===== config.mk =====
export PLATFORM = sky130hd
export DESIGN_NAME = utp_pend_cell
export DESIGN_NICKNAME = d
export VERILOG_FILES = /design/src/hw/rtl/udp_connection_tracker_top_assert.svh /design/src/hw/rtl/utp_pkg.sv /design/src/hw/rtl/utp_pend_cell.sv
export SDC_FILE = /design/constraint.sdc
export NUM_CORES = 1
export LEC_CHECK = 0
export BUFFER_PORTS_ARGS = -buffer_cell sky130_fd_sc_hd__buf_4
export CAP_MARGIN = 20
export CORE_MARGIN = 8
export CORE_UTILIZATION = 27
export CTS_CLUSTER_DIAMETER = 200
export DETAILED_ROUTE_END_ITERATION = 16
export PLACE_DENSITY = 0.51
export SETUP_SLACK_MARGIN = 0.02
export SYNTH_ARGS = -nofsm -noshare
export SYNTH_HDL_FRONTEND = slang
export SYNTH_SLANG_ARGS = --single-unit

===== constraint.sdc =====
create_clock -name clk_i -period 3.55 [get_ports clk_i]
set_input_delay 0.355 -clock clk_i [delete_from_list [all_inputs] [get_ports clk_i]]
set_output_delay 0.355 -clock clk_i [all_outputs]
set_load 0.03 [all_outputs]

===== src/hw/rtl/udp_connection_tracker_top_assert.svh =====
// Assertion macros for the UDP connection tracker.
`ifndef UDP_CONNECTION_TRACKER_TOP_ASSERT_SVH
`define UDP_CONNECTION_TRACKER_TOP_ASSERT_SVH

`ifndef SYNTHESIS

// Check a condition at every clock edge outside reset.
`define UTP_ASSERT(name, prop) \
  name: assert property (@(posedge clk_i) disable iff (!rst_ni) (prop)) \
    else $error("utp assertion failed");

// Check that a condition in one cycle is followed by another in the next.
`define UTP_ASSERT_NEXT(name, pre, post) \
  name: assert property (@(posedge clk_i) disable iff (!rst_ni) (pre) |=> (post)) \
    else $error("utp assertion failed");

`else

`define UTP_ASSERT(name, prop)
`define UTP_ASSERT_NEXT(name, pre, post)

`endif

`endif


===== src/hw/rtl/utp_pkg.sv =====
// Shared types, constants and helpers of the UDP connection tracker.
package utp_pkg;

  localparam int PENDING_SLOTS    = 16;
  localparam int CONNECTION_SLOTS = 16;
  localparam int AGE_BITS         = 16;
  localparam int PEER_W           = 48;
  localparam int NUM_W            = 32;
  localparam int CFG_W            = 16;
  localparam int CNT_W            = $clog2(CONNECTION_SLOTS + 1);
  localparam int CMP_W            = (AGE_BITS > CFG_W) ? AGE_BITS : CFG_W;

  typedef logic [AGE_BITS-1:0] age_t;
  typedef logic [PEER_W-1:0]   peer_t;
  typedef logic [NUM_W-1:0]    num_t;
  typedef logic [CFG_W-1:0]    cfg_t;

  localparam logic [2:0] MSG_JOIN_REQ  = 3'd0;
  localparam logic [2:0] MSG_JOIN_ACK  = 3'd1;
  localparam logic [2:0] MSG_HEARTBEAT = 3'd2;
  localparam logic [2:0] MSG_PAYLOAD   = 3'd3;
  localparam logic [2:0] MSG_LIST_REQ  = 3'd4;

  localparam logic CMD_PACKET = 1'b0;
  localparam logic CMD_TICK   = 1'b1;

  localparam logic [1:0] CFG_PROTOCOL_VERSION = 2'd0;
  localparam logic [1:0] CFG_PENDING_TIMEOUT  = 2'd1;
  localparam logic [1:0] CFG_IDLE_TIMEOUT     = 2'd2;
  localparam logic [1:0] CFG_HB_INTERVAL      = 2'd3;

  typedef enum logic [3:0] {
    EV_REJECTED     = 4'd0,
    EV_ACCEPTED     = 4'd1,
    EV_JOIN_RESP    = 4'd2,
    EV_HEARTBEAT    = 4'd3,
    EV_CONNECTED    = 4'd4,
    EV_DISCONNECTED = 4'd5,
    EV_DELIVER      = 4'd6,
    EV_BROWSE       = 4'd7,
    EV_TICK_DONE    = 4'd8
  } event_e;

  typedef enum logic [1:0] {
    CEV_NONE,
    CEV_HEARTBEAT,
    CEV_DISCONNECT
  } cell_ev_e;

  typedef enum logic [2:0] {
    S_IDLE,
    S_MATCH,
    S_DECIDE,
    S_CONNECTED,
    S_TICK,
    S_SCAN,
    S_FLUSH
  } state_e;

  typedef struct packed {
    logic tick;
    logic alloc;
    logic drop;
    cfg_t timeout;
  } pend_ctl_t;

  typedef struct packed {
    logic tick;
    logic alloc;
    logic clr_rx;
    logic advance;
    num_t number;
    cfg_t idle_timeout;
    cfg_t hb_interval;
  } conn_ctl_t;

  typedef struct packed {
    event_e           ev;
    logic [31:0]      ip;
    logic [15:0]      port;
    num_t             id;
    logic             code;
    logic [CNT_W-1:0] count;
    logic             last;
  } res_t;

  // Saturating increment.
  function automatic age_t age_inc(age_t a);
    return (a == '1) ? a : age_t'(a + 1'b1);
  endfunction

  function automatic logic age_ge(age_t a, cfg_t lim);
    return CMP_W'(a) >= CMP_W'(lim);
  endfunction

endpackage


===== src/hw/rtl/utp_pend_cell.sv =====
// One pending-join slot: peer key, age and valid bit.
module utp_pend_cell (
  input  logic                clk_i,
  input  logic                rst_ni,
  input  utp_pkg::peer_t      key_i,
  input  utp_pkg::pend_ctl_t  ctl_i,
  output logic                valid_o,
  output logic                match_o
);

  logic           valid_q, valid_d;
  utp_pkg::peer_t peer_q;
  utp_pkg::age_t  age_q, age_next;

  always_comb begin
    age_next = utp_pkg::age_inc(age_q);
    valid_d  = valid_q;
    if (ctl_i.alloc) begin
      valid_d = 1'b1;
    end else if (ctl_i.drop) begin
      valid_d = 1'b0;
    end else if (ctl_i.tick && valid_q && utp_pkg::age_ge(age_next, ctl_i.timeout)) begin
      valid_d = 1'b0;
    end
  end

  always_ff @(posedge clk_i or negedge rst_ni) begin
    if (!rst_ni) begin
      valid_q <= 1'b0;
    end else begin
      valid_q <= valid_d;
    end
  end

  always_ff @(posedge clk_i) begin
    if (ctl_i.alloc) begin
      peer_q <= key_i;
      age_q  <= '0;
    end else if (ctl_i.tick && valid_q) begin
      age_q <= age_next;
    end
  end

  assign valid_o = valid_q;
  assign match_o = valid_q && (peer_q == key_i);

endmodule


==> impl_metrics.env <==
export IMPL_dieArea_um2=16860
export IMPL_synth_enable_flop_cells=48
export IMPL_synth_seq_cells=65
export IMPL_grt_antenna_before_repair=0
export IMPL_met2_wirelength_mm=3.610
export IMPL_maxCapViolCount=0
export IMPL_synthArstFlopShare_pct=1.538
export IMPL_slew_headroom_pct=44.56
export IMPL_hold_violations=0
export IMPL_met1_length_mm=3.880
export IMPL_p_seq_share_pct=44.8
export IMPL_syn_nets=408
export IMPL_dp_hpwl_mm=6.203
export IMPL_min_period_over_period_pct=84.80
export IMPL_yosysWarningCount=0
export IMPL_firstDrtPassIters=4
export IMPL_nNetsFinal=485
export IMPL_ys_seq_area_share_pct=51.07
export IMPL_fp_dieW_um=129.8
export IMPL_rsz0062_at_grt="false"
export IMPL_p_switching_uw=417.2
export IMPL_die_h_um=129.8
export IMPL_grt_total_usage_pct=10.13
export IMPL_grt_start_max_net_pins=66
export IMPL_cp_max_fo=12
export IMPL_seqCellArea_um2=1787
export IMPL_multiInputGateArea_um2=1563
export IMPL_wire_per_inst_um=14.32
export IMPL_drv_slew=0
export IMPL_tns_ns=0
export IMPL_drc=0
export IMPL_globalplace_congestion=0.8034
export IMPL_cts_buffers=9
export IMPL_crit_type="reg2reg"
export IMPL_place_inst=559
export IMPL_finalCriticalPeriod_ns=3.010
export IMPL_p_leak_uw=0.001852
export IMPL_initial_core_util_pct=27.72
export IMPL_worst_pin_slew_ns=0.8316
export IMPL_pwr_share_comb_pct=9.6
export IMPL_drive_above_1_share_pct=21.89
export IMPL_cts_root_buffer="clkbuf_16"
export IMPL_area_growth_synth_to_final_pct=29.36
export IMPL_synthDistinctLibCells=45
export IMPL_p_int_uw=1574
export IMPL_status="complete, no violations"
export IMPL_numPortBuffers=70
export IMPL_clkSlewWorstSetupHoldPaths_ns=0.05
export IMPL_cts_tree="done"
export IMPL_syn_avg_cell_area_um2=10.86
export IMPL_finalCoreUtilization_pct=35.86
export IMPL_power_frac_clock_pct=45.5
export IMPL_grt_pass1_vias=2603
export IMPL_hp_class="in2reg"
export IMPL_drt_iter0_markers=115
export IMPL_fin_hold_ws_ns=0.2105
export IMPL_power_density_nw_per_um2=440.1
export IMPL_post_cts_resize_count=0
export IMPL_cts_setup_buffers=0
export IMPL_setup_viol=0
export IMPL_drt_antenna_violating_nets=0
export IMPL_arrival_ns=3.23
export IMPL_drt_vias_per_instance=4.491
export IMPL_critPathCaptureType="register"
export IMPL_swShare_pct=20.95
export IMPL_maxUsedRoutingLayer="met4"
export IMPL_clk_path_buf_depth=2
export IMPL_clkLatencyLatePin_ns=0.33
export IMPL_finalWirelength_mm=8.220
export IMPL_grt_ovfl_total=0
export IMPL_ios=71
export IMPL_ys_flop_type="edfxtp_1"
export IMPL_vias=2578
export IMPL_layout_cells_non_filler=574
export IMPL_n_antenna_cell=0
export IMPL_peakVddDrop_mv=0.1574
export IMPL_htree_num_levels=3
export IMPL_holdBufCountCts=1
export IMPL_synth_area_um2=3498
export IMPL_core_um2=12620
export IMPL_grt_pass1_wl_mm=13.23
export IMPL_worstPathRequired_ns=3.77
export IMPL_cts_sinks=65
export IMPL_finClkSkew_ns=0.002041
export IMPL_synthCells=322
export IMPL_n_fill_cell=1310
export IMPL_cp_start_kind="register"
export IMPL_rows=41
export IMPL_wl_met3_um=562
export IMPL_clock_fmax_ghz=0.3322
## cell type report
type,count,share of cell area [%]
repair buffers,73,12.16
flip-flops and latches,65,39.48
well taps,172,4.755
clock inverters,5,1.604
clock buffers,9,4.977
inverters,30,2.488
multi-input cells,220,34.53
## logic make-up after synthesis
logic type                 Yosys count  synth area share (%)
adders and majority gates           17                 6.080
DFF                                 65                 51.07
and+or+nand+nor                    104                 15.84
xor gates and xnor gates            56                 14.02
AOI/OAI and AO/OA                   39                 7.547
muxes                                4                 1.180
buffers and inverters               37                 4.256
## state kept, by name (all words and copies together) (netlist names)
register,cells
peer_q,48
age_q,16
valid_o,1
## power by group through the flow
stage / Clock, uW / Combinational (uW) / Sequential, uW
CTS: 941 / 196 / 893
global route: 965 / 216 / 899
floorplan: 0 / 90.8 / 905
detailed placement: 0 / 194 / 909
finish: 907 / 192 / 893
global placement: 0 / 192 / 907
## layout by cell type, fill, tap and decap left out, types with 3 or more instances in the layout
cell type	n
dfxtp_1	16
nor2_1	28
nand2_1	18
mux2i_1	3
ha_1	17
inv_1	30
edfxtp_1	48
xnor2_1	36
and3_1	7
o22ai_1	3
nand4_1	11
a221oi_1	3
a31oi_1	4
nor3_1	10
o2bb2ai_1	3
xor2_1	20
clkbuf_16	9
nand3_1	10
nor4_1	8
buf_4	72
o21ai_0	5
a21oi_1	9
## Yosys cell counts (3+ instances only)
cell type	n	share of area, %
a21oi_1	9	1.3
a221oi_1	3	0.75
a31oi_1	4	0.72
and3_1	7	1.3
clkbuf_1	3	0.32
dfxtp_1	16	9.2
edfxtp_1	48	41
ha_1	17	6.1
inv_1	30	3.2
mux2i_1	3	0.86
nand2_1	18	1.9
nand3_1	10	1.4
nand4_1	11	2.0
nor2_1	28	3.0
nor3_1	10	1.4
nor4_1	8	1.4
o21ai_0	5	0.72
o22ai_1	3	0.54
o2bb2ai_1	3	0.75
xnor2_1	36	9.0
xor2_1	20	5.0
## metal layers
layer / track usage (%) / vias to the layer above
met5: 0 / -
met4: 5.123 / 0
met3: 2.815 / 13
met2: 15.50 / 66
met1: 12.85 / 1180
li1: - / 1319
## worst max-delay path: stages (launching register included)
cell and delay, ns:
dfxtp_1 0.42, ha_1 0.27, nand4_1 0.18, nor4_4 0.61, xor2_1 0.18, ha_1 0.31, and3_1 0.13, o21ai_0 0.07
a311oi_1 0.28, o21ai_0 0.16, a211o_1 0.27
## stage by stage
stage,setup slack (ns),power [uW],cell area [um^2]
floorplan,0.9411,995.5,3498
global placement,0.6177,1098,4218
detailed placement,0.5516,1103,4218
CTS,0.5374,2030,4526
global route,0.2924,2079,4526
finish,0.5397,1992,4526
## path summary, 6_finish.rpt
check                                from         end  slack, ns  cells past startpoint
min in group asynchronous          rst_ni     valid_o       0.34                      2
worst min-delay path            key_i[32]  peer_q[32]       0.21                      1
worst max register to register   age_q[0]     valid_o       0.54                     10
max in group asynchronous          rst_ni     valid_o       3.13                      2
worst max-delay path             age_q[0]     valid_o       0.54                     10
worst min register to register   age_q[1]    age_q[1]       0.53                      2
Power figures use the tool's default switching activity.
