<file path="src/hw/rtl/udp_connection_tracker_top_assert.svh">
// Assertion macros for the UDP connection tracker.
`ifndef UDP_CONNECTION_TRACKER_TOP_ASSERT_SVH
`define UDP_CONNECTION_TRACKER_TOP_ASSERT_SVH

`ifndef SYNTHESIS

// Check a condition at every clock edge outside reset.
`define UTP_ASSERT(name, prop) \
  name: assert property (@(posedge clk_i) disable iff (!rst_ni) (prop)) \
    else $error("utp assertion failed");

// Check that a condition in one cycle is followed by another in the next.
`define UTP_ASSERT_NEXT(name, pre, post) \
  name: assert property (@(posedge clk_i) disable iff (!rst_ni) (pre) |=> (post)) \
    else $error("utp assertion failed");

`else

`define UTP_ASSERT(name, prop)
`define UTP_ASSERT_NEXT(name, pre, post)

`endif

`endif

</file>
<file path="src/hw/rtl/utp_pkg.sv">
// Shared types, constants and helpers of the UDP connection tracker.
package utp_pkg;

  localparam int PENDING_SLOTS    = 16;
  localparam int CONNECTION_SLOTS = 16;
  localparam int AGE_BITS         = 16;
  localparam int PEER_W           = 48;
  localparam int NUM_W            = 32;
  localparam int CFG_W            = 16;
  localparam int CNT_W            = $clog2(CONNECTION_SLOTS + 1);
  localparam int CMP_W            = (AGE_BITS > CFG_W) ? AGE_BITS : CFG_W;

  typedef logic [AGE_BITS-1:0] age_t;
  typedef logic [PEER_W-1:0]   peer_t;
  typedef logic [NUM_W-1:0]    num_t;
  typedef logic [CFG_W-1:0]    cfg_t;

  localparam logic [2:0] MSG_JOIN_REQ  = 3'd0;
  localparam logic [2:0] MSG_JOIN_ACK  = 3'd1;
  localparam logic [2:0] MSG_HEARTBEAT = 3'd2;
  localparam logic [2:0] MSG_PAYLOAD   = 3'd3;
  localparam logic [2:0] MSG_LIST_REQ  = 3'd4;

  localparam logic CMD_PACKET = 1'b0;
  localparam logic CMD_TICK   = 1'b1;

  localparam logic [1:0] CFG_PROTOCOL_VERSION = 2'd0;
  localparam logic [1:0] CFG_PENDING_TIMEOUT  = 2'd1;
  localparam logic [1:0] CFG_IDLE_TIMEOUT     = 2'd2;
  localparam logic [1:0] CFG_HB_INTERVAL      = 2'd3;

  typedef enum logic [3:0] {
    EV_REJECTED     = 4'd0,
    EV_ACCEPTED     = 4'd1,
    EV_JOIN_RESP    = 4'd2,
    EV_HEARTBEAT    = 4'd3,
    EV_CONNECTED    = 4'd4,
    EV_DISCONNECTED = 4'd5,
    EV_DELIVER      = 4'd6,
    EV_BROWSE       = 4'd7,
    EV_TICK_DONE    = 4'd8
  } event_e;

  typedef enum logic [1:0] {
    CEV_NONE,
    CEV_HEARTBEAT,
    CEV_DISCONNECT
  } cell_ev_e;

  typedef enum logic [2:0] {
    S_IDLE,
    S_MATCH,
    S_DECIDE,
    S_CONNECTED,
    S_TICK,
    S_SCAN,
    S_FLUSH
  } state_e;

  typedef struct packed {
    logic tick;
    logic alloc;
    logic drop;
    cfg_t timeout;
  } pend_ctl_t;

  typedef struct packed {
    logic tick;
    logic alloc;
    logic clr_rx;
    logic advance;
    num_t number;
    cfg_t idle_timeout;
    cfg_t hb_interval;
  } conn_ctl_t;

  typedef struct packed {
    event_e           ev;
    logic [31:0]      ip;
    logic [15:0]      port;
    num_t             id;
    logic             code;
    logic [CNT_W-1:0] count;
    logic             last;
  } res_t;

  // Saturating increment.
  function automatic age_t age_inc(age_t a);
    return (a == '1) ? a : age_t'(a + 1'b1);
  endfunction

  function automatic logic age_ge(age_t a, cfg_t lim);
    return CMP_W'(a) >= CMP_W'(lim);
  endfunction

endpackage

</file>
<file path="src/hw/rtl/utp_conn_cell.sv">
// One connected-peer slot; a scan token walks the row of these cells.
module utp_conn_cell (
  input  logic                clk_i,
  input  logic                rst_ni,
  input  utp_pkg::peer_t      key_i,
  input  utp_pkg::conn_ctl_t  ctl_i,
  input  logic                tok_i,
  output logic                tok_o,
  output logic                valid_o,
  output logic                match_o,
  output utp_pkg::cell_ev_e   ev_o,
  output utp_pkg::peer_t      peer_o,
  output utp_pkg::num_t       number_o
);

  logic              valid_q, valid_d;
  logic              tok_q, tok_d;
  utp_pkg::cell_ev_e ev_q, ev_d;
  utp_pkg::peer_t    peer_q;
  utp_pkg::num_t     number_q;
  utp_pkg::age_t     rx_q, tx_q, rx_next, tx_next;
  logic              stale, beat;

  always_comb begin
    rx_next = utp_pkg::age_inc(rx_q);
    tx_next = utp_pkg::age_inc(tx_q);
    stale   = utp_pkg::age_ge(rx_next, ctl_i.idle_timeout);
    beat    = utp_pkg::age_ge(tx_next, ctl_i.hb_interval);
    valid_d = valid_q;
    if (ctl_i.alloc) begin
      valid_d = 1'b1;
    end else if (ctl_i.tick && valid_q && stale) begin
      valid_d = 1'b0;
    end
    ev_d = ev_q;
    if (ctl_i.tick) begin
      if (!valid_q) begin
        ev_d = utp_pkg::CEV_NONE;
      end else if (stale) begin
        ev_d = utp_pkg::CEV_DISCONNECT;
      end else if (beat) begin
        ev_d = utp_pkg::CEV_HEARTBEAT;
      end else begin
        ev_d = utp_pkg::CEV_NONE;
      end
    end else if (tok_q && ctl_i.advance) begin
      // drop the event once the token moves on
      ev_d = utp_pkg::CEV_NONE;
    end
    tok_d = ctl_i.advance ? tok_i : tok_q;
  end

  always_ff @(posedge clk_i or negedge rst_ni) begin
    if (!rst_ni) begin
      valid_q <= 1'b0;
      tok_q   <= 1'b0;
      ev_q    <= utp_pkg::CEV_NONE;
    end else begin
      valid_q <= valid_d;
      tok_q   <= tok_d;
      ev_q    <= ev_d;
    end
  end

  always_ff @(posedge clk_i) begin
    if (ctl_i.alloc) begin
      peer_q   <= key_i;
      number_q <= ctl_i.number;
      rx_q     <= '0;
      tx_q     <= '0;
    end else begin
      if (ctl_i.clr_rx) begin
        rx_q <= '0;
      end
      if (ctl_i.tick && valid_q) begin
        rx_q <= rx_next;
        if (!stale) begin
          tx_q <= beat ? '0 : tx_next;
        end
      end
    end
  end

  assign tok_o    = tok_q;
  assign valid_o  = valid_q;
  assign match_o  = valid_q && (peer_q == key_i);
  assign ev_o     = tok_q ? ev_q : utp_pkg::CEV_NONE;
  assign peer_o   = peer_q;
  assign number_o = number_q;

endmodule

</file>
<file path="config.mk">
export PLATFORM = sky130hd
export DESIGN_NAME = utp_conn_cell
export DESIGN_NICKNAME = d
export VERILOG_FILES = /design/src/hw/rtl/udp_connection_tracker_top_assert.svh /design/src/hw/rtl/utp_pkg.sv /design/src/hw/rtl/utp_conn_cell.sv
export SDC_FILE = /design/constraint.sdc
export NUM_CORES = 1
export LEC_CHECK = 0
export BUFFER_PORTS_ARGS = -buffer_cell sky130_fd_sc_hd__buf_2
export CAP_MARGIN = 20
export CORE_AREA = 2 2 102 178
export DETAILED_ROUTE_END_ITERATION = 10
export DIE_AREA = 0 0 104 180
export SLEW_MARGIN = 20
export SYNTH_ARGS = -nofsm -noshare
export SYNTH_HDL_FRONTEND = slang
export SYNTH_SLANG_ARGS = --single-unit
</file>
<file path="constraint.sdc">
create_clock -name clk_i -period 5 [get_ports clk_i]
set_clock_uncertainty 0.15 [all_clocks]
set_input_delay 1 -clock clk_i [delete_from_list [all_inputs] [get_ports clk_i]]
set_output_delay 1 -clock clk_i [all_outputs]
set_load 0.03 [all_outputs]
</file>
==> results.yml <==
pwr:
  p_sw_frac: 0.2667
  peakVddDrop_mv: 0.2020
  leakagePower_nw: 3.403
  combPwrFrac: 0.132
  p_seq_frac: 0.422
  p_int_mw: 1.946
  clkPwrFrac: 0.446
  powerDensity_nw_per_um2: 340.2
  switching_power_uw: 708.0
logic_synthesis:
  syn_area_per_cell_um2: 11.17
  synth_common_cells: "80 x edfxtp_1, 45 x inv_1, 45 x nand2_1"
  synth_warnings: 0
  synth_cell_types: 63
  synth_top_flop_cell: "edfxtp_1"
  async_reset_ff_frac: 0.03448
  synth_largest_area_cell: "edfxtp_1"
  ys_ff_latch: 116
  synth_fp_nets: 684
  yosysMostFrequentCell: "edfxtp_1"
  synth_edf_count: 80
  syn-instance-count: 531
  synth_area_leaders: "edfxtp_1 40%, dfxtp_1 11%, ha_1 7.2%, xor2_1 5.8%, inv_1 2.8%"
  synth_top_area_share: 0.4049
  seq_area_frac_synth: 0.5297
  syn_area_um2: 5933
layout:
  layout.cells.non_filler: 993
  antenna_cells: 0
  area_growth_pct: 31.51
  drive_above_1_share: 0.3425
  num-nets-final: 902
  n_fill_cell: 1665
route:
  wl_per_cell_um: 16.45
  vias_per_cell: 4.943
  drtPass1Iterations: 4
  drtAntennaViolNets: 0
  drc_errors: 0
  drtIter0Drc: 188
  drt_wl_total_um: 16340
  via_count: 4908
min_path:
  hp-class: "in -> async"
worst_setup_path:
  crit_fanout: 14
  cp.required_ns: 5.15
  end_kind: "flop"
  cp-start-kind: "flop"
  arrival_ns: 4.29
  criticalPathCategory: "reg -> reg"
floorplan:
  die_w_um: 104
  start_util: 0.3430
  die_height_um: 180
  core_um2: 17300
  io_pins: 204
  dieArea_um2: 18720
  rows: 64
sta:
  fin_crit_ns: 4.134
  fmax_ghz: 0.2419
  post-route-period-util: 0.8269
  setup_tns_ns: 0
  hold_viol: 0
  finalSetupViolations: 0
  tightest_slew_ns: 0.8332
  finalMaxSlewViolations: 0
  rsz0062_at_grt: "no"
  relSlewSlack: 0.4425
cts:
  cts.path.max_buffers: 2
  cts_hold_buf: 0
  htreeDepth: 4
  cts.clk_slew.worst_paths_ns: 0.06
  ctsResizeCount: 0
  cts.sinks: 116
  cts-root-buf: "clkbuf_16"
  clk_latency_ns: 0.41
  post_cts_buffers: 0
  cts_tree: "yes"
  numCtsBuffers: 17
status:
  status: "completed"
placement:
  gp_congestion: 0.8572
  dp_hpwl_um: 13000
  dp_cells: 961
  io_buffers: 203
grt:
  grt_use_total: 0.1734
  grt_max_degree: 67
  grt_pass1_wl_um: 25210
  grt_pass1_vias: 4903
  antenna_found_initial: 0
  grt_remaining_overflow: 0
job:
  drv_cap: 0
stage by stage:
stage          total power [mW]  instance area, um^2  hold WS (ns)  worst slack, ns    util
3_3_place_gp              1.489                 7222        0.3289           0.9421  0.4175
5_1_grt                   2.760                 7802        0.2384           0.5163  0.4511
6_report                  2.654                 7802        0.2428           0.8657  0.4511
4_1_cts                   2.687                 7802        0.2343           0.8902  0.4511
2_1_floorplan             1.341                 5933        0.2924            1.244       -
3_5_place_dp              1.493                 7222        0.3239           0.9224  0.4175
worst paths after layout:
| kind | start | to | slack [ns] | cells after the start |
|---|---|---|---|---|
| max | rx_q[4] | tx_q[7] | 0.87 | 13 |
| min | rst_ni | tok_o | 0.24 | 1 |
| max reg2reg | rx_q[4] | tx_q[7] | 0.87 | 13 |
| min reg2reg | ev_q[1] | ev_q[1] | 0.35 | 2 |
| max in group asynchronous | rst_ni | ev_q[0] | 4.32 | 1 |
| min in group clk_i | ev_q[1] | ev_q[1] | 0.35 | 2 |
critical path, stage by stage (launching register included):
cell and delay (ns):
dfxtp_1 0.48, nand4_1 0.23, nor3_1 0.39, nor3b_1 0.44, xnor2_1 0.17, nand2_1 0.08, ha_1 0.31, nand4_1 0.14
or4_1 0.56, o32ai_2 0.33, nor4_4 0.15, buf_4 0.22, o32a_2 0.32, o41ai_1 0.06
layer usage:
metal,share of wire,GRT usage,up-vias
li1,-,-,2419
met1,0.38,0.1757,2259
met2,0.53,0.3287,192
met3,0.056,0.04170,38
met4,0.034,0.08108,0
met5,0,0,-
power by group through the flow:
stage               Clock [mW]  Combinational (mW)  Sequential (mW)
finish                    1.18               0.349             1.12
global route              1.26               0.375             1.13
CTS                       1.21               0.353             1.12
detailed placement           0               0.352             1.14
global placement             0               0.350             1.14
floorplan                    0              0.0928             1.25
sequential cells by signal, indices dropped and copies added (netlist names):
name / flops
tok_o: 1
number_o: 32
valid_o: 1
rx_q: 16
ev_q: 2
tx_q: 16
peer_o: 48
layout by cell type, fill, tap and decap left out, types with 6 or more instances in the layout:
master,synthesis,layout
o22ai_1,10,10
ha_1,34,34
buf_4,0,6
xor2_1,39,39
xnor2_1,15,15
nand4_1,12,12
nor3_1,9,9
nand2_1,45,45
inv_1,45,45
o21ai_0,13,13
nor2_1,22,22
buf_2,4,202
nand3_1,20,20
mux2_2,6,6
nor4_1,12,12
dfxtp_1,32,32
clkbuf_16,0,17
edfxtp_1,80,80
o21a_1,6,6
a21oi_1,33,33
a31oi_1,8,8
cells by family (layout without fill, tap and decap cells):
| kind of cell | after synthesis | count (layout) | share of synthesized area |
|---|---|---|---|
| and+or+nand+nor | 155 | 155 | 0.1390 |
| DFF | 116 | 116 | 0.5297 |
| AOI/OAI and AO/OA | 110 | 110 | 0.1282 |
| buffers and inverters | 55 | 286 | 0.03859 |
| xor gates and xnor gates | 54 | 54 | 0.07971 |
| adders and majority gates | 34 | 34 | 0.07170 |
| muxes | 7 | 7 | 0.01307 |
cell type report:
cell class | count | area (um^2) | area share
Timing Repair Buffer | 208 | 1056 | 0.1353
Clock buffer | 17 | 425.4 | 0.05452
Tap cell | 231 | 289.0 | 0.03704
Multi-Input combinational cell | 360 | 2561 | 0.3283
Sequential cell | 116 | 3143 | 0.4028
Clock inverter | 15 | 155.1 | 0.01988
Inverter | 46 | 172.7 | 0.02213
No activity file was read; power rests on OpenSTA's default activity.
